[config.mk]
export PLATFORM = sky130hd
export DESIGN_NAME = servo_status_packet_deframer_flat
export DESIGN_NICKNAME = d
export VERILOG_FILES = /design/src/hdl/svd_pkg.sv /design/src/hdl/svd_in_if.sv /design/src/hdl/svd_out_if.sv /design/src/hdl/svd_core.sv /design/src/hdl/svd_rbuf.sv /design/src/hdl/servo_status_packet_deframer.sv /design/src/flat_wrapper.sv
export SDC_FILE = /design/constraint.sdc
export NUM_CORES = 1
export LEC_CHECK = 0
export ABC_AREA = 1
export BUFFER_PORTS_ARGS = -buffer_cell sky130_fd_sc_hd__buf_2
export CAP_MARGIN = 20
export CORE_MARGIN = 2
export CORE_UTILIZATION = 35
export DETAILED_ROUTE_END_ITERATION = 10
export PLACE_DENSITY = 0.54
export SLEW_MARGIN = 0
export SYNTH_ARGS = -nofsm -noshare
export SYNTH_HDL_FRONTEND = slang
export SYNTH_SLANG_ARGS = --single-unit
[constraint.sdc]
create_clock -name i_clk -period 4.07 [get_ports i_clk]
set_input_delay 0.2035 -clock i_clk [delete_from_list [all_inputs] [get_ports i_clk]]
set_output_delay 0.2035 -clock i_clk [all_outputs]
set_load 0.01 [all_outputs]
[src/hdl/svd_pkg.sv]
// Shared types and codes for the servo status packet deframer.
// No dependencies; every other file imports this package.
package svd_pkg;

    // Input action codes
    localparam logic [1:0] ACT_START   = 2'd0;
    localparam logic [1:0] ACT_BYTE    = 2'd1;
    localparam logic [1:0] ACT_TIMEOUT = 2'd2;

    // Status codes carried in a status word
    localparam logic [2:0] ST_OK      = 3'd0;
    localparam logic [2:0] ST_STALE   = 3'd1;
    localparam logic [2:0] ST_CHKBAD  = 3'd2;
    localparam logic [2:0] ST_BADLEN  = 3'd3;
    localparam logic [2:0] ST_IDMIS   = 3'd4;
    localparam logic [2:0] ST_TIMEOUT = 3'd5;

    // Result kinds
    localparam logic KIND_PARAM  = 1'b0;
    localparam logic KIND_STATUS = 1'b1;

    // Configuration register indexes
    localparam logic CFG_BCAST_ID     = 1'b0;
    localparam logic CFG_MAX_ATTEMPTS = 1'b1;

    localparam logic [7:0] BCAST_ID_RST     = 8'd254;
    localparam logic [3:0] MAX_ATTEMPTS_RST = 4'd4;
    localparam logic [7:0] HDR_BYTE         = 8'hff;

    typedef enum logic [2:0] {
        PH_IDLE  = 3'd0,
        PH_HUNT  = 3'd1,
        PH_ID    = 3'd2,
        PH_LEN   = 3'd3,
        PH_ERR   = 3'd4,
        PH_PARAM = 3'd5,
        PH_CHK   = 3'd6
    } t_phase;

    typedef struct packed {
        logic [1:0] action;
        logic [7:0] rx_byte;
        logic [7:0] want_id;
    } t_item;

    typedef struct packed {
        logic [7:0] bcast_id;
        logic [3:0] max_attempts;
    } t_cfg;

    typedef struct packed {
        logic       kind;
        logic [7:0] data;
        logic [7:0] param_index;
        logic [2:0] status;
        logic [7:0] servo_error;
        logic [7:0] responder_id;
        logic       done_res;
    } t_res;

    // Result buffer occupancy seen by the top level
    typedef struct packed {
        logic full;
        logic empty;
    } t_rbuf_stat;

endpackage

[src/hdl/svd_in_if.sv]
// Input channel: valid/ready handshake with action, byte and expected id.
// Depends on svd_pkg.
interface svd_in_if import svd_pkg::*; ();
    logic       valid;
    logic       ready;
    logic [1:0] action;
    logic [7:0] rx_byte;
    logic [7:0] want_id;

    modport source (output valid, output action, output rx_byte, output want_id,
                    input ready);
    modport sink (input valid, input action, input rx_byte, input want_id,
                  output ready);
endinterface

[src/hdl/svd_out_if.sv]
// Output channel: valid/ready handshake carrying one result word.
// Depends on svd_pkg.
interface svd_out_if import svd_pkg::*; ();
    logic       valid;
    logic       ready;
    logic       kind;
    logic [7:0] data;
    logic [7:0] param_index;
    logic [2:0] status;
    logic [7:0] servo_error;
    logic [7:0] responder_id;
    logic       done_res;

    modport source (output valid, output kind, output data, output param_index,
                    output status, output servo_error, output responder_id,
                    output done_res, input ready);
    modport sink (input valid, input kind, input data, input param_index,
                  input status, input servo_error, input responder_id,
                  input done_res, output ready);
endinterface

[src/hdl/svd_core.sv]
// Packet parser: header hunt, field capture, checksum and retry logic.
// Depends on svd_pkg; each accepted word updates the state registers.
module svd_core import svd_pkg::*; (
    input  logic  i_clk,
    input  logic  i_rst_n,
    input  logic  i_fire,
    input  t_item i_item,
    input  t_cfg  i_cfg,
    output logic  o_res_valid,
    output t_res  o_res,
    output logic  o_busy
);

    t_phase     r_phase, n_phase;
    logic       r_prev_ff, n_prev_ff;
    logic [7:0] r_wanted, n_wanted;
    logic [3:0] r_att, n_att;
    logic [7:0] r_pid, n_pid;
    logic [7:0] r_plen, n_plen;
    logic [7:0] r_err, n_err;
    logic [7:0] r_sum, n_sum;
    logic [7:0] r_pseen, n_pseen;

    logic       byte_ff;
    logic       sum_ok;
    logic       id_bad;
    logic [3:0] att_dec;
    logic [8:0] pseen_end;

    assign byte_ff   = (i_item.rx_byte == HDR_BYTE);
    assign sum_ok    = (i_item.rx_byte == ~r_sum);
    assign id_bad    = (r_wanted != i_cfg.bcast_id) && (r_pid != r_wanted);
    assign att_dec   = (r_att != 4'd0) ? r_att - 4'd1 : 4'd0;
    assign pseen_end = {1'b0, r_pseen} + 9'd3;
    assign o_busy    = (r_phase != PH_IDLE);

    // Next state
    always_comb begin
        n_phase   = r_phase;
        n_prev_ff = r_prev_ff;
        n_wanted  = r_wanted;
        n_att     = r_att;
        n_pid     = r_pid;
        n_plen    = r_plen;
        n_err     = r_err;
        n_sum     = r_sum;
        n_pseen   = r_pseen;
        if (i_fire) begin
            case (i_item.action)
                ACT_START: begin
                    n_wanted = i_item.want_id;
                    if (i_item.want_id == i_cfg.bcast_id) begin
                        n_att = 4'd1;
                    end else if (i_cfg.max_attempts == 4'd0) begin
                        n_att = 4'd1;
                    end else begin
                        n_att = i_cfg.max_attempts;
                    end
                    n_phase   = PH_HUNT;
                    n_prev_ff = 1'b0;
                    n_pid     = 8'd0;
                    n_plen    = 8'd0;
                    n_err     = 8'd0;
                    n_sum     = 8'd0;
                    n_pseen   = 8'd0;
                end
                ACT_TIMEOUT: begin
                    if (r_phase != PH_IDLE) begin
                        n_phase   = PH_IDLE;
                        n_prev_ff = 1'b0;
                    end
                end
                ACT_BYTE: begin
                    case (r_phase)
                        PH_IDLE: ;
                        PH_HUNT: begin
                            if (byte_ff && r_prev_ff) begin
                                n_phase   = PH_ID;
                                n_prev_ff = 1'b0;
                            end else begin
                                n_prev_ff = byte_ff;
                            end
                        end
                        PH_ID: begin
                            n_pid   = i_item.rx_byte;
                            n_sum   = i_item.rx_byte;
                            n_phase = PH_LEN;
                        end
                        PH_LEN: begin
                            n_plen  = i_item.rx_byte;
                            n_sum   = r_sum + i_item.rx_byte;
                            n_phase = PH_ERR;
                        end
                        PH_ERR: begin
                            n_err   = i_item.rx_byte;
                            n_sum   = r_sum + i_item.rx_byte;
                            n_pseen = 8'd0;
                            if (r_plen < 8'd2) begin
                                n_phase = PH_IDLE;
                            end else if (r_plen == 8'd2) begin
                                n_phase = PH_CHK;
                            end else begin
                                n_phase = PH_PARAM;
                            end
                        end
                        PH_PARAM: begin
                            n_sum   = r_sum + i_item.rx_byte;
                            n_pseen = r_pseen + 8'd1;
                            // last parameter once seen + 3 reaches the length
                            if (pseen_end >= {1'b0, r_plen}) begin
                                n_phase = PH_CHK;
                            end
                        end
                        PH_CHK: begin
                            if (!sum_ok) begin
                                n_phase = PH_IDLE;
                            end else if (id_bad) begin
                                n_att = att_dec;
                                if (att_dec != 4'd0) begin
                                    n_phase   = PH_HUNT;
                                    n_prev_ff = 1'b0;
                                end else begin
                                    n_phase = PH_IDLE;
                                end
                            end else begin
                                n_phase = PH_IDLE;
                            end
                        end
                        default: n_phase = PH_IDLE;
                    endcase
                end
                default: ;
            endcase
        end
    end

    // Result word
    always_comb begin
        o_res_valid        = 1'b0;
        o_res.kind         = KIND_STATUS;
        o_res.data         = 8'd0;
        o_res.param_index  = 8'd0;
        o_res.status       = ST_OK;
        o_res.servo_error  = r_err;
        o_res.responder_id = r_pid;
        o_res.done_res     = 1'b1;
        if (i_fire) begin
            case (i_item.action)
                ACT_TIMEOUT: begin
                    if (r_phase != PH_IDLE) begin
                        o_res_valid        = 1'b1;
                        o_res.status       = ST_TIMEOUT;
                        o_res.servo_error  = 8'd0;
                        o_res.responder_id = 8'd0;
                    end
                end
                ACT_BYTE: begin
                    case (r_phase)
                        PH_ERR: begin
                            if (r_plen < 8'd2) begin
                                o_res_valid       = 1'b1;
                                o_res.status      = ST_BADLEN;
                                o_res.servo_error = i_item.rx_byte;
                            end
                        end
                        PH_PARAM: begin
                            o_res_valid       = 1'b1;
                            o_res.kind        = KIND_PARAM;
                            o_res.data        = i_item.rx_byte;
                            o_res.param_index = r_pseen;
                            o_res.done_res    = 1'b0;
                        end
                        PH_CHK: begin
                            o_res_valid = 1'b1;
                            if (!sum_ok) begin
                                o_res.status = ST_CHKBAD;
                            end else if (id_bad) begin
                                if (att_dec != 4'd0) begin
                                    o_res.status   = ST_STALE;
                                    o_res.done_res = 1'b0;
                                end else begin
                                    o_res.status = ST_IDMIS;
                                end
                            end else begin
                                o_res.status = ST_OK;
                            end
                        end
                        default: ;
                    endcase
                end
                default: ;
            endcase
        end
    end

    // State registers
    always_ff @(posedge i_clk) begin
        if (!i_rst_n) begin
            r_phase   <= PH_IDLE;
            r_prev_ff <= 1'b0;
            r_wanted  <= 8'd0;
            r_att     <= 4'd0;
            r_pid     <= 8'd0;
            r_plen    <= 8'd0;
            r_err     <= 8'd0;
            r_sum     <= 8'd0;
            r_pseen   <= 8'd0;
        end else begin
            r_phase   <= n_phase;
            r_prev_ff <= n_prev_ff;
            r_wanted  <= n_wanted;
            r_att     <= n_att;
            r_pid     <= n_pid;
            r_plen    <= n_plen;
            r_err     <= n_err;
            r_sum     <= n_sum;
            r_pseen   <= n_pseen;
        end
    end

endmodule

[src/hdl/svd_rbuf.sv]
// Two-entry result buffer between the parser and the output channel.
// Depends on svd_pkg; the head entry drives the output registers directly.
module svd_rbuf import svd_pkg::*; (
    input  logic       i_clk,
    input  logic       i_rst_n,
    input  logic       i_push,
    input  t_res       i_res,
    input  logic       i_pop,
    output logic       o_valid,
    output t_res       o_res,
    output t_rbuf_stat o_stat
);

    t_res       r_q [2];
    logic       r_wp, r_rp;
    logic [1:0] r_cnt, n_cnt;
    logic       do_pop;

    assign do_pop       = i_pop && (r_cnt != 2'd0);
    assign o_valid      = (r_cnt != 2'd0);
    assign o_res        = r_q[r_rp];
    assign o_stat.full  = (r_cnt == 2'd2);
    assign o_stat.empty = (r_cnt == 2'd0);

    // occupancy
    always_comb begin
        n_cnt = r_cnt;
        if (i_push && !do_pop) begin
            n_cnt = r_cnt + 2'd1;
        end else if (!i_push && do_pop) begin
            n_cnt = r_cnt - 2'd1;
        end
    end

    // pointers and count
    always_ff @(posedge i_clk) begin
        if (!i_rst_n) begin
            r_wp  <= 1'b0;
            r_rp  <= 1'b0;
            r_cnt <= 2'd0;
        end else begin
            r_cnt <= n_cnt;
            if (i_push) begin
                r_wp <= ~r_wp;
            end
            if (do_pop) begin
                r_rp <= ~r_rp;
            end
        end
    end

    // entry storage, no reset needed
    always_ff @(posedge i_clk) begin
        if (i_push) begin
            r_q[r_wp] <= i_res;
        end
    end

endmodule

[src/hdl/servo_status_packet_deframer.sv]
// Top level of the servo status packet deframer.
// Depends on svd_pkg, svd_in_if, svd_out_if, svd_core and svd_rbuf.
// Usage:
//   i_in carries one word per handshake: a start (with the expected id),
//   a received bus byte, or a timeout event. o_out carries result words:
//   parameter bytes as they arrive, and one status word per packet at the
//   checksum byte, plus a status word on timeout or bad length.
//   The user must write configuration (broadcast id, max attempts) via
//   i_cfg_we/i_cfg_idx/i_cfg_data while the block is idle; not checked.
// Timing:
//   One input word per cycle while i_in.ready is high. A result is formed
//   combinationally from the parser state and the accepted input word and
//   is written into the result buffer, whose head entry drives o_out.
//   A two-entry result buffer decouples the sides: i_in.ready stays high
//   while at most one result is pending, so input keeps flowing while a
//   result waits. When the receiver stalls and the buffer fills,
//   i_in.ready drops until o_out takes a word.
// Reset:
//   Synchronous, active low. Parser returns to idle, buffer empties,
//   registers return to broadcast id 254 and max attempts 4.
module servo_status_packet_deframer import svd_pkg::*; (
    input  logic       i_clk,
    input  logic       i_rst_n,
    input  logic       i_cfg_we,
    input  logic       i_cfg_idx,
    input  logic [7:0] i_cfg_data,
    svd_in_if.sink     i_in,
    svd_out_if.source  o_out
);

    t_cfg       r_cfg;
    t_item      in_item;
    t_res       core_res;
    t_res       head_res;
    t_rbuf_stat rbuf_stat;
    logic       in_fire;
    logic       core_res_valid;
    logic       core_busy;
    logic       head_valid;

    // Configuration registers
    always_ff @(posedge i_clk) begin
        if (!i_rst_n) begin
            r_cfg.bcast_id     <= BCAST_ID_RST;
            r_cfg.max_attempts <= MAX_ATTEMPTS_RST;
        end else if (i_cfg_we) begin
            case (i_cfg_idx)
                CFG_BCAST_ID:     r_cfg.bcast_id     <= i_cfg_data;
                CFG_MAX_ATTEMPTS: r_cfg.max_attempts <= i_cfg_data[3:0];
                default: ;
            endcase
        end
    end

    // Input handshake
    assign i_in.ready      = !rbuf_stat.full;
    assign in_fire         = i_in.valid && i_in.ready;
    assign in_item.action  = i_in.action;
    assign in_item.rx_byte = i_in.rx_byte;
    assign in_item.want_id = i_in.want_id;

    svd_core u_core (
        .i_clk       (i_clk),
        .i_rst_n     (i_rst_n),
        .i_fire      (in_fire),
        .i_item      (in_item),
        .i_cfg       (r_cfg),
        .o_res_valid (core_res_valid),
        .o_res       (core_res),
        .o_busy      (core_busy)
    );

    svd_rbuf u_rbuf (
        .i_clk   (i_clk),
        .i_rst_n (i_rst_n),
        .i_push  (core_res_valid),
        .i_res   (core_res),
        .i_pop   (o_out.ready),
        .o_valid (head_valid),
        .o_res   (head_res),
        .o_stat  (rbuf_stat)
    );

    // Output channel
    assign o_out.valid        = head_valid;
    assign o_out.kind         = head_res.kind;
    assign o_out.data         = head_res.data;
    assign o_out.param_index  = head_res.param_index;
    assign o_out.status       = head_res.status;
    assign o_out.servo_error  = head_res.servo_error;
    assign o_out.responder_id = head_res.responder_id;
    assign o_out.done_res     = head_res.done_res;

    // A full buffer must hold off the input side
    a_full_blocks: assert property (@(posedge i_clk) disable iff (!i_rst_n)
        rbuf_stat.full |-> !i_in.ready)
        else $error("input ready while result buffer full");

    // Timeout during a reception always yields a result word
    a_timeout_res: assert property (@(posedge i_clk) disable iff (!i_rst_n)
        (in_fire && (i_in.action == ACT_TIMEOUT) && core_busy) |=> o_out.valid)
        else $error("timeout while busy produced no result");

    // Parameter words never end a transaction
    a_param_open: assert property (@(posedge i_clk) disable iff (!i_rst_n)
        (o_out.valid && (o_out.kind == KIND_PARAM))
            |-> (!o_out.done_res && (o_out.status == ST_OK)))
        else $error("parameter word marked as final or with status");

    // An empty buffer never presents a valid output word
    a_empty_idle: assert property (@(posedge i_clk) disable iff (!i_rst_n)
        rbuf_stat.empty |-> !o_out.valid)
        else $error("output valid from empty buffer");

endmodule
[src/flat_wrapper.sv]
// flat-port wrapper written by rule: the top's interface ports become plain ports
module servo_status_packet_deframer_flat import svd_pkg::*;
  (i_clk, i_rst_n, i_cfg_we, i_cfg_idx, i_cfg_data, i_in_valid, i_in_action, i_in_rx_byte, i_in_want_id, i_in_ready, o_out_valid, o_out_kind, o_out_data, o_out_param_index, o_out_status, o_out_servo_error, o_out_responder_id, o_out_done_res, o_out_ready);
  svd_in_if i_in_i ();
  svd_out_if o_out_i ();
  input  logic i_clk;
  input  logic i_rst_n;
  input  logic i_cfg_we;
  input  logic i_cfg_idx;
  input  logic [7:0] i_cfg_data;
  input wire logic [$bits(i_in_i.valid)-1:0] i_in_valid;
  input wire logic [$bits(i_in_i.action)-1:0] i_in_action;
  input wire logic [$bits(i_in_i.rx_byte)-1:0] i_in_rx_byte;
  input wire logic [$bits(i_in_i.want_id)-1:0] i_in_want_id;
  output wire logic [$bits(i_in_i.ready)-1:0] i_in_ready;
  output wire logic [$bits(o_out_i.valid)-1:0] o_out_valid;
  output wire logic [$bits(o_out_i.kind)-1:0] o_out_kind;
  output wire logic [$bits(o_out_i.data)-1:0] o_out_data;
  output wire logic [$bits(o_out_i.param_index)-1:0] o_out_param_index;
  output wire logic [$bits(o_out_i.status)-1:0] o_out_status;
  output wire logic [$bits(o_out_i.servo_error)-1:0] o_out_servo_error;
  output wire logic [$bits(o_out_i.responder_id)-1:0] o_out_responder_id;
  output wire logic [$bits(o_out_i.done_res)-1:0] o_out_done_res;
  input wire logic [$bits(o_out_i.ready)-1:0] o_out_ready;
  assign i_in_i.valid = i_in_valid;
  assign i_in_i.action = i_in_action;
  assign i_in_i.rx_byte = i_in_rx_byte;
  assign i_in_i.want_id = i_in_want_id;
  assign i_in_ready = i_in_i.ready;
  assign o_out_valid = o_out_i.valid;
  assign o_out_kind = o_out_i.kind;
  assign o_out_data = o_out_i.data;
  assign o_out_param_index = o_out_i.param_index;
  assign o_out_status = o_out_i.status;
  assign o_out_servo_error = o_out_i.servo_error;
  assign o_out_responder_id = o_out_i.responder_id;
  assign o_out_done_res = o_out_i.done_res;
  assign o_out_i.ready = o_out_ready;
  servo_status_packet_deframer u_core (.i_clk(i_clk), .i_rst_n(i_rst_n), .i_cfg_we(i_cfg_we), .i_cfg_idx(i_cfg_idx), .i_cfg_data(i_cfg_data), .i_in(i_in_i), .o_out(o_out_i));
endmodule
### After elaboration in Yosys (flattened, before gate mapping)

Memory sizes are Yosys's and may differ from the RTL's. A register that Yosys moved wholly into a read port is not among the register bits.
Cells that the tools add are included.

* bits in registers: 72
* bits in writable memories: 74
* bits of input ports: 32
* output and inout bits: 39
* logic and storage cells: 152
* memories kept: 1

* add/subtract/negate cells: 6
* magnitude comparators: 2
* equal/unequal tests: 31
* muxes and demuxes: 62
* bitwise logic cells: 4
* reductions and logical operators: 32

Memory list
* u_core.u_rbuf.r_q: depth 2, bits a word 37, rd ports 1, clocked after memory_dff 1, write ports 1, line svd_rbuf.sv:14 `t_res r_q [2];`

Operators by type and width (count)
* $pmux 8 s2: 7
* $mux 8: 5
* $mux 37: 1
* $mux 17: 2
* $mux 3: 9
* $mux 4: 6
* $pmux 11 s2: 1
* $pmux 3 s7: 1
* $mux 19: 1
* $mux 1: 17
* $eq 8x8->1: 2
* $ne 8x8->1: 2
* $ne 3x3->1 const B: 5
* $reduce_and 3->1: 5
* $mux 10: 1
* $ne 2x1->1 const B: 5
* $add 8x2->9 const B: 1
* $eq 3x3->1 const B: 3
* $ge 9x8->1: 1
* $pmux 3 s3: 1
* $add 8x1->8 const B: 1
* $add 8x8->8: 1
* $eq 8x2->1 const B: 1
* $eq 8x8->1 const B: 1
* 32 further kinds: 57

### Depth between registers and ports, before layout

Gate-level depths: netlist of run 1.

* depth after elaboration: 9
* depth in mapped cells: 17
* gate-level depth less buffers: 17

### By module

From an unflattened synthesis of run 1, not the netlist that was laid out.

* cell total of the unflattened synthesis: 811
* area total of the unflattened synthesis: 7507.2 sq um

Modules (own cells, without submodules)
* svd_core: times used 1, cells an instance 600, area an instance 3995.1 sq um, seq. area each 1121.1 sq um
* svd_rbuf: times used 1, cells an instance 153, area an instance 3061.7 sq um, seq. area each 2322.2 sq um
* servo_status_packet_deframer: times used 1, cells an instance 58, area an instance 450.4 sq um, seq. area each 240.2 sq um

### Least setup slack after synthesis of run 1

OpenSTA, ideal clock, no wires.

* path kind: register -> register
* from: register u_core.u_core.r_plen[2]
* to: memory u_core.u_rbuf.r_q[1][0] in the netlist's numbering (enable)
* library setup time: 0.433 ns
* data arrival time: 2.778 ns
* required time: 3.637 ns
* slack: 0.859 ns
* stages on the path, launching flop included: 10
* buffers on the path: 0
* cells stage by stage: dfxtp_1 -> nor2_1 -> inv_1 -> nor3_1 -> nand3_2 -> nand3_1 -> nand2_1 -> nand2_1 -> inv_1 -> nor2_1

* cells in the longest elaborated chain, start to end: 7

RTL lines
* start: declaration: line svd_core.sv:19 `logic [7:0] r_plen, n_plen;`
* start signal: assignment: line svd_core.sv:214 `r_plen <= n_plen;`
* $lt 8x2->1: line svd_core.sv:160 `if (r_plen < 8'd2) begin`
* $mux 1: line svd_core.sv:160
* $pmux 1 s2: line svd_core.sv:158 `case (r_phase)`
* $pmux 1 s2: line svd_core.sv:148 `case (i_item.action)`
* $mux 1: line svd_core.sv:147 `if (i_fire) begin`
* via u_core.core_res_valid: line servo_status_packet_deframer.sv:37 `logic core_res_valid;`
* $mux 1: line svd_rbuf.sv:54 `if (i_push) begin`
* $mux 1 (implied by the code): line svd_rbuf.sv:55 `r_q[r_wp] <= i_res;`
* end: declaration: line svd_rbuf.sv:14

The timed path passes the listed nets, and every way through them passes these cells.

### Worst setup path in the final report of run 1

* from: register u_core.u_rbuf.r_cnt[0]
* to: memory u_core.u_rbuf.r_q[0][13] in the netlist's numbering (enable)

* cells in the longest elaborated chain, start to end: 6

RTL lines
* start: declaration: line svd_rbuf.sv:16 `logic [1:0] r_cnt, n_cnt;`
* start signal: assignment: line svd_rbuf.sv:42 `r_cnt <= n_cnt;`
* $eq 2x2->1: line svd_rbuf.sv:22 `assign o_stat.full = (r_cnt == 2'd2);`
* $logic_not 1->1: line servo_status_packet_deframer.sv:56 `assign i_in.ready = !rbuf_stat.full;`
* $logic_and 1x1->1: line servo_status_packet_deframer.sv:57 `assign in_fire = i_in.valid && i_in.ready;`
* $mux 1: line svd_core.sv:147
* via u_core.core_res_valid: line servo_status_packet_deframer.sv:37
* $mux 1: line svd_rbuf.sv:54
* $mux 1 (implied by the code): line svd_rbuf.sv:55

The timed path passes the listed nets, and every way through them passes these cells.

==> results of run 1 <==
==> critical path, delay by kind of cell (launching register included) <==
kind                   cells  cell delay, ns
and+or+nand+nor            4            1.11
buffers and inverters      4            0.64
DFF                        1            0.32
AOI/OAI and AO/OA          1            0.32
==> cells in the mapped netlist (all sizes together) <==
library cell / count / share of area [%]
nand2: 186 / 9.6
inv: 114 / 5.7
nor2: 89 / 4.8
edfxtp: 74 / 30
dfxtp: 73 / 20
a21oi: 67 / 4.7
o21ai: 55 / 3.9
mux2: 37 / 5.6
nand3: 30 / 2.3
ha: 22 / 3.7
nor3: 16 / 1.3
xnor2: 15 / 1.8
buf: 12 / 1.0
nand4: 11 / 0.92
clkbuf: 10 / 0.50
o211ai: 10 / 1.0
xor2: 10 / 1.2
a31oi: 4 / 0.34
a32oi: 4 / 0.47
a211oi: 2 / 0.20
nor3b: 2 / 0.20
o22ai: 2 / 0.17
or2: 2 / 0.17
a21boi: 1 / 0.25
fa: 1 / 0.27
nand3b: 1 / 0.10
nor4: 1 / 0.084
o21a: 1 / 0.10
o21bai: 1 / 0.10
o31ai: 1 / 0.10
==> through the flow <==
step | worst slack [ns] | hold WS [ns] | cells
floorplan | 0.8591 | 0.3298 | 854
global placement | 1.359 | 0.4225 | 1182
detailed placement | 1.284 | 0.4293 | 1182
CTS | 1.274 | 0.005925 | 1216
global route | 1.013 | 0.03029 | 1216
finish | 1.344 | 0.01665 | 1216
==> cell type report <==
class / instances / area, µm² / area share (%)
clock buffer: 17 / 425.4 / 4.900
clock inverter: 15 / 157.7 / 1.816
inverter: 114 / 427.9 / 4.929
multi-input combinational: 571 / 3236 / 37.27
sequential: 147 / 3684 / 42.43
tap: 275 / 344.1 / 3.963
timing repair buffer: 77 / 407.9 / 4.698
==> layer usage <==
| layer | share of wire, % | vias up | routed length [µm] | GRT usage (%) |
|---|---|---|---|---|
| met5 | 0.073 | - | 13 | 0 |
| met4 | 1.3 | 2 | 230 | 4.717 |
| met3 | 4.7 | 20 | 840 | 3.293 |
| met2 | 44 | 127 | 7804 | 25.68 |
| met1 | 50 | 2648 | 8856 | 23.28 |
| li1 | - | 2997 | - | - |
==> power breakdown <==
group | total [mW] | switching [mW] | leakage [nW] | internal [mW]
clock | 1.54 | 0.632 | 0.274 | 0.906
combinational | 0.493 | 0.305 | 2.07 | 0.188
sequential | 1.64 | 0.0393 | 1.30 | 1.60
==> registers in the layout, indices dropped and copies added (netlist names), named ones only <==
name                     count
u_core.u_rbuf.r_rp           1
u_core.u_core.r_plen         8
u_core.u_rbuf.r_wp           1
u_core.u_core.r_err          8
u_core.u_rbuf.r_cnt          2
u_core.u_core.r_pid          8
u_core.r_cfg                12
u_core.u_core.r_wanted       8
u_core.u_core.r_phase        3
u_core.u_core.r_pseen        8
u_core.u_rbuf.r_q           74
u_core.u_core.r_att          4
u_core.u_core.r_prev_ff      1
u_core.u_core.r_sum          8
==> repair_timing <==
item / 4_1_cts / 5_1_grt
buffers inserted: 0 / 0
hold endpoints to repair: 2 / 0
hold buffers: 2 / 0
==> logic make-up (layout without fill, tap and decap cells) <==
| family | count (synthesis) | count (layout) |
|---|---|---|
| xor+xnor | 25 | 25 |
| compound gates | 148 | 148 |
| fa+ha+maj | 23 | 23 |
| flops | 147 | 147 |
| buf+inv | 136 | 223 |
| mux | 37 | 37 |
| simple gates | 338 | 338 |
==> worst paths after layout <==
kind	slack [ns]	endpoint	cells after the start
worst max register to register	1.34	u_core.u_rbuf.r_q[0][13]	9
worst max-delay path	1.34	u_core.u_rbuf.r_q[0][13]	9
worst min-delay path	0.02	u_core.r_cfg[8]	3
worst min register to register	0.47	u_core.u_core.r_sum[6]	2
==> reports/metrics.csv, run 1 <==
stage,metric,value,unit
critical_path,cp_max_fo,24,
critical_path,slowest_delay,0.55,ns
route,vias,5794,
timing,max_slew_margin,39.67,%
route,drtIter0Drc,389,
critical_path,crit_required,4.18,ns
floorplanning,die_w,149.9,µm
synthesis,synth_area,0.007446,mm²
synthesis,synthAdderAreaFrac,3.966,%
global_routing,overflow,0,
timing,skew,0.007687,ns
cells_and_area,fill_cells,2135,
synthesis,synth_simple_gate_area_share,19.46,%
floorplanning,initial_core_util,35.53,%
clocking,cts_made_buffers,17,
global_routing,antenna_found_initial,1,
cells_and_area,antenna_cells,0,
timing,worstMarginPinSlew,0.9016,ns
timing,period_share,66.98,%
placed_design,gp_congestion,0.8245,
timing,setup_viol,0,
route,drc,0,
cells_and_area,final_common_cell,nand2_1,
global_routing,grt_pass1_wl,28630,µm
synthesis,synth-seq-cells,147,
critical_path,end_kind,flop,
synthesis,yosysWarnings,0,
power,power_leakage,3.637,nW
clocking,cts_tree,yes,
cells_and_area,design_area,0.008682,mm²
cells_and_area,areaGrowthSynthToFinish,16.60,%
power,ir_worst_vdd,0.2320,mV
route,vias_per_cell,4.765,
global_routing,globalRouteTotalUtil,16.51,%
global_routing,grt_max_degree,40,
timing,fin_crit,2.726,ns
clocking,path_clk_slew,0.06,ns
cells_and_area,final_cell_mix,"182 x nand2_1, 111 x inv_1, 83 x nor2_1",
floorplanning,io_pins,71,
timing,setup-tns-final,0,ns
synthesis,ys_seq_area_share,49.47,%
floorplanning,die_area,0.02246,mm²
placed_design,dpl_cell_area,0.008079,mm²
cells_and_area,post-route-util,41.43,%
critical_path,path_cells,inv_2 -> a21boi_4 -> inv_1 -> nor2_2 -> nand2_1 -> nand2_1 -> inv_1 -> nor2_4 -> buf_4,
timing,finalMaxSlewViolations,0,
timing,hold_violations,0,
cells_and_area,fin_nets,983,
global_routing,first_global_vias,5425,
synthesis,synth_compound_area_share,11.29,%
clocking,clk_latency,0.42,ns
critical_path,regToRegStartpoint,u_core.u_rbuf.r_cnt[0],
route,first_pass_iters,5,
placed_design,dp_hpwl,12880,µm
floorplanning,die_h,149.9,µm
critical_path,start_kind,flop,
synthesis,synthMuxAreaShare,5.596,%
route,drt-wirelength-per-cell,14.59,µm
floorplanning,core,0.02096,mm²
floorplanning,fp-row-count,53,
synthesis,avgSynthCellArea,8.719,µm²
power,fin_total_pwr,3.673,mW
synthesis,synthDistinctLibCells,45,
clocking,ctsResizeCount,0,
route,wirelength,17750,µm
synthesis,synth_cells,854,
critical_path,crit_slowest_cell,nor2_4,
clocking,clock_sinks,147,
worst_hold_path,hp-class,in -> reg,
critical_path,criticalPathCategory,reg -> reg,
outcome,outcome,finished clean,
worst_hold_path,hp-start,i_cfg_data[4],
clocking,clockBufferDepth,2,
clocking,ctsHtreeMaxLevel,4,
clocking,cts_root_buffer,clkbuf_16,
synthesis,syn_nets,909,
job,max_cap_violations,0,
cells_and_area,drive_above_1_share,17.64,%
critical_path,crit_path_start,u_core.u_rbuf.r_cnt[0],
timing,rsz0062_at_grt,no,
critical_path,crit_arrival,2.84,ns
synthesis,synth_top_family_by_area,simple AND/OR/NAND/NOR gates,
power,power_density,423.1,mW/mm²
synthesis,synth-xor-area-share,2.941,%
placed_design,port_buffers,70,
route,ant_nets,0,
timing,fmax,366.8,MHz
(Power assumes the default switching activity.)
==> run 2, diff against run 1 <==
--- a/config.mk
+++ b/config.mk
@@ -5,13 +5,13 @@
 export SDC_FILE = /design/constraint.sdc
 export NUM_CORES = 1
 export LEC_CHECK = 0
-export ABC_AREA = 1
+export ABC_AREA = 0
 export BUFFER_PORTS_ARGS = -buffer_cell sky130_fd_sc_hd__buf_2
 export CAP_MARGIN = 20
 export CORE_MARGIN = 2
 export CORE_UTILIZATION = 35
 export DETAILED_ROUTE_END_ITERATION = 10
-export PLACE_DENSITY = 0.54
+export PLACE_DENSITY = 0.56
 export SLEW_MARGIN = 0
 export SYNTH_ARGS = -nofsm -noshare
 export SYNTH_HDL_FRONTEND = slang
==> constraint.sdc (replaced) <==
create_clock -name i_clk -period 2.4 [get_ports i_clk]
set_input_delay 0.12 -clock i_clk [delete_from_list [all_inputs] [get_ports i_clk]]
set_output_delay 0.12 -clock i_clk [all_outputs]
set_load 0.01 [all_outputs]
==> run 2 against run 1 <==
Worst hold slack lost 0.016 ns; critical endpoint is now u_core.u_core.r_phase[2]; worst setup slack got worse by 1.2 ns; flip-flop and latch count unchanged; first-iteration DRC count decreased by 17%.
==> reports/metrics.csv, run 2 <==
stage,metric,value,unit
outcome,outcome,finished clean,
synthesis,synth_cells,688,
placed_design,port_buffers,70,
job,max_cap_violations,0,
cells_and_area,areaGrowthSynthToFinish,22.85,%
global_routing,globalRouteTotalUtil,16.50,%
cells_and_area,final_cell_mix,"74 x edfxtp_1, 70 x buf_2, 70 x dfxtp_1",
timing,fmax,448.3,MHz
timing,hold_violations,0,
cells_and_area,ff_latch_area,0.003687,mm²
synthesis,synth.area.top_cells,"edfxtp_1 30%, dfxtp_1 20%, mux2_2 5.6%",
cells_and_area,fin_nets,851,
route,drtIter0Drc,324,
worst_hold_path,hp-class,in -> reg,
synthesis,synth_ff_type,edfxtp_1,
cells_and_area,design_area,0.009109,mm²
clocking,clock_sinks,147,
route,ant_nets,0,
critical_path,crit_arrival,2.55,ns
cells_and_area,largest_register_ffs,74,
timing,setup-tns-final,0,ns
timing,fin_crit,2.231,ns
placed_design,dp_cells,1036,
floorplanning,die_area,0.02237,mm²
floorplanning,fp-row-count,53,
critical_path,start_kind,flop,
power,power_density,700.4,mW/mm²
timing,worstMarginPinSlew,0.6224,ns
synthesis,synthArstFlopShare,0,%
cells_and_area,fill_cells,2002,
cells_and_area,multiInputGateArea,0.003570,mm²
timing,setup_viol,0,
clocking,clk_latency,0.44,ns
route,vias_per_cell,4.997,
synthesis,synth_top_cell_area_share,29.97,%
global_routing,overflow,0,
clocking,ctsHtreeMaxLevel,4,
clocking,cts_made_buffers,17,
global_routing,grt_pass1_wl,28120,µm
floorplanning,core,0.02089,mm²
synthesis,yosysWarnings,0,
timing,period_share,92.94,%
synthesis,avgSynthCellArea,10.78,µm²
route,wirelength,17520,µm
global_routing,antenna_found_initial,0,
timing,worst_hold_slack,0.0001468,ns
global_routing,grt_max_degree,32,
synthesis,synth_most_common_cell,edfxtp_1,
route,drt-wirelength-per-cell,16.16,µm
cells_and_area,antenna_cells,0,
timing,skew,0.01103,ns
clocking,clockBufferDepth,2,
route,first_pass_iters,4,
placed_design,gp_congestion,0.8154,
synthesis,synthDistinctLibCells,63,
floorplanning,io_pins,71,
cells_and_area,top_regs,"u_core.u_rbuf.r_q x74, u_core.r_cfg x12",
global_routing,first_global_vias,5346,
synthesis,yosysTopAreaCell,edfxtp_1,
power,ir_worst_vdd,0.4803,mV
timing,finalMaxSlewViolations,0,
clocking,path_clk_slew,0.06,ns
placed_design,dpl_cell_area,0.008298,mm²
cells_and_area,regMostFlops,u_core.u_rbuf.r_q,
cells_and_area,post-route-util,43.61,%
synthesis,synth-seq-cells,147,
cells_and_area,drive_above_1_share,24.35,%
placed_design,dp_hpwl,12880,µm
timing,max_slew_margin,58.19,%
critical_path,crit_required,2.72,ns
floorplanning,die_h,149.6,µm
route,vias,5417,
critical_path,end_kind,flop,
floorplanning,initial_core_util,35.50,%
power,power_leakage,3.380,nW
synthesis,ys_seq_area_share,49.68,%
synthesis,syn_nets,743,
route,drc,0,
floorplanning,die_w,149.6,µm
synthesis,synth-edff-count,74,
synthesis,synthTopCellsByCount,"74 x edfxtp_1, 73 x dfxtp_1, 58 x nand2_1",
cells_and_area,final_common_cell,edfxtp_1,
critical_path,criticalPathCategory,reg -> reg,
cells_and_area,instances_no_fill,1084,
synthesis,synth_area,0.007415,mm²
clocking,cts_root_buffer,clkbuf_16,
critical_path,cp_max_fo,3,
clocking,cts_tree,yes,
[run 2: layout make-up]
class                           count  share of cell area [%]
Tap cell                          275                   3.777
Multi-Input combinational cell    489                   39.19
Clock inverter                     14                   1.951
Clock buffer                       18                   4.712
Sequential cell                   147                   40.48
Inverter                           22                  0.9066
Timing Repair Buffer              119                   8.984
[run 2: timing repair]
item,in CTS,in global routing
endpoints found under the hold margin,19,0
buffers inserted,0,1
hold buffers,15,0
pin swaps,0,3
endpoints found under the setup margin,2,11
resized for setup,1,12
[run 2: cells by family (layout without fill, tap and decap cells)]
group,count (synthesis),in the layout,share of synthesized area (%)
compound gates,90,90,8.893
simple gates,255,255,18.21
buf+inv,52,173,3.054
fa+ha+maj,23,23,3.982
mux,75,75,10.75
flops,147,147,49.68
xor+xnor,46,46,5.434
[run 2: power by group]
part / total (mW) / switching, mW / internal (mW) / leakage (nW)
clock: 2.75 / 1.10 / 1.65 / 0.291
sequential: 2.75 / 0.0801 / 2.67 / 1.28
combinational: 0.880 / 0.442 / 0.438 / 1.81
total: 6.38 / 1.62 / 4.76 / 3.38
[run 2: routing by layer]
| layer | vias to the layer above | global-route usage, % | share of wire [%] |
|---|---|---|---|
| met5 | - | 0 | 0 |
| met3 | 25 | 3.720 | 4.1 |
| li1 | 2684 | - | - |
| met1 | 2578 | 21.49 | 47 |
| met2 | 130 | 26.97 | 47 |
| met4 | 0 | 5.762 | 2.2 |
[run 2: worst paths after layout]
check | startpoint | to | slack, ns | cells past startpoint
hold / removal | i_in_want_id[6] | u_core.u_core.r_wanted[6] | 0.0001 | 3
hold reg to reg | u_core.r_cfg[0] | u_core.r_cfg[0] | 0.48 | 2
setup / recovery | u_core.u_core.r_pseen[1] | u_core.u_core.r_phase[2] | 0.17 | 11
setup reg to reg | u_core.u_core.r_pseen[1] | u_core.u_core.r_phase[2] | 0.17 | 11
[run 2: stage by stage]
step / setup slack (ns) / total power, mW
finish: 0.1695 / 6.380
detailed placement: 0.008949 / 3.673
global placement: 0.09853 / 3.676
CTS: 0.02156 / 6.441
floorplan: 0.1517 / 3.359
global route: -0.004214 / 6.648
[run 2: worst max-delay path, stage by stage, from the launching register on]
cell and delay, ns:
dfxtp_1 0.33, inv_1 0.07, ha_1 0.23, nor2_2 0.14, xor2_1 0.19, ha_1 0.29
a211oi_2 0.18, o211ai_1 0.12, o221ai_2 0.15, a31oi_2 0.13, and2_4 0.17, mux2i_1 0.11
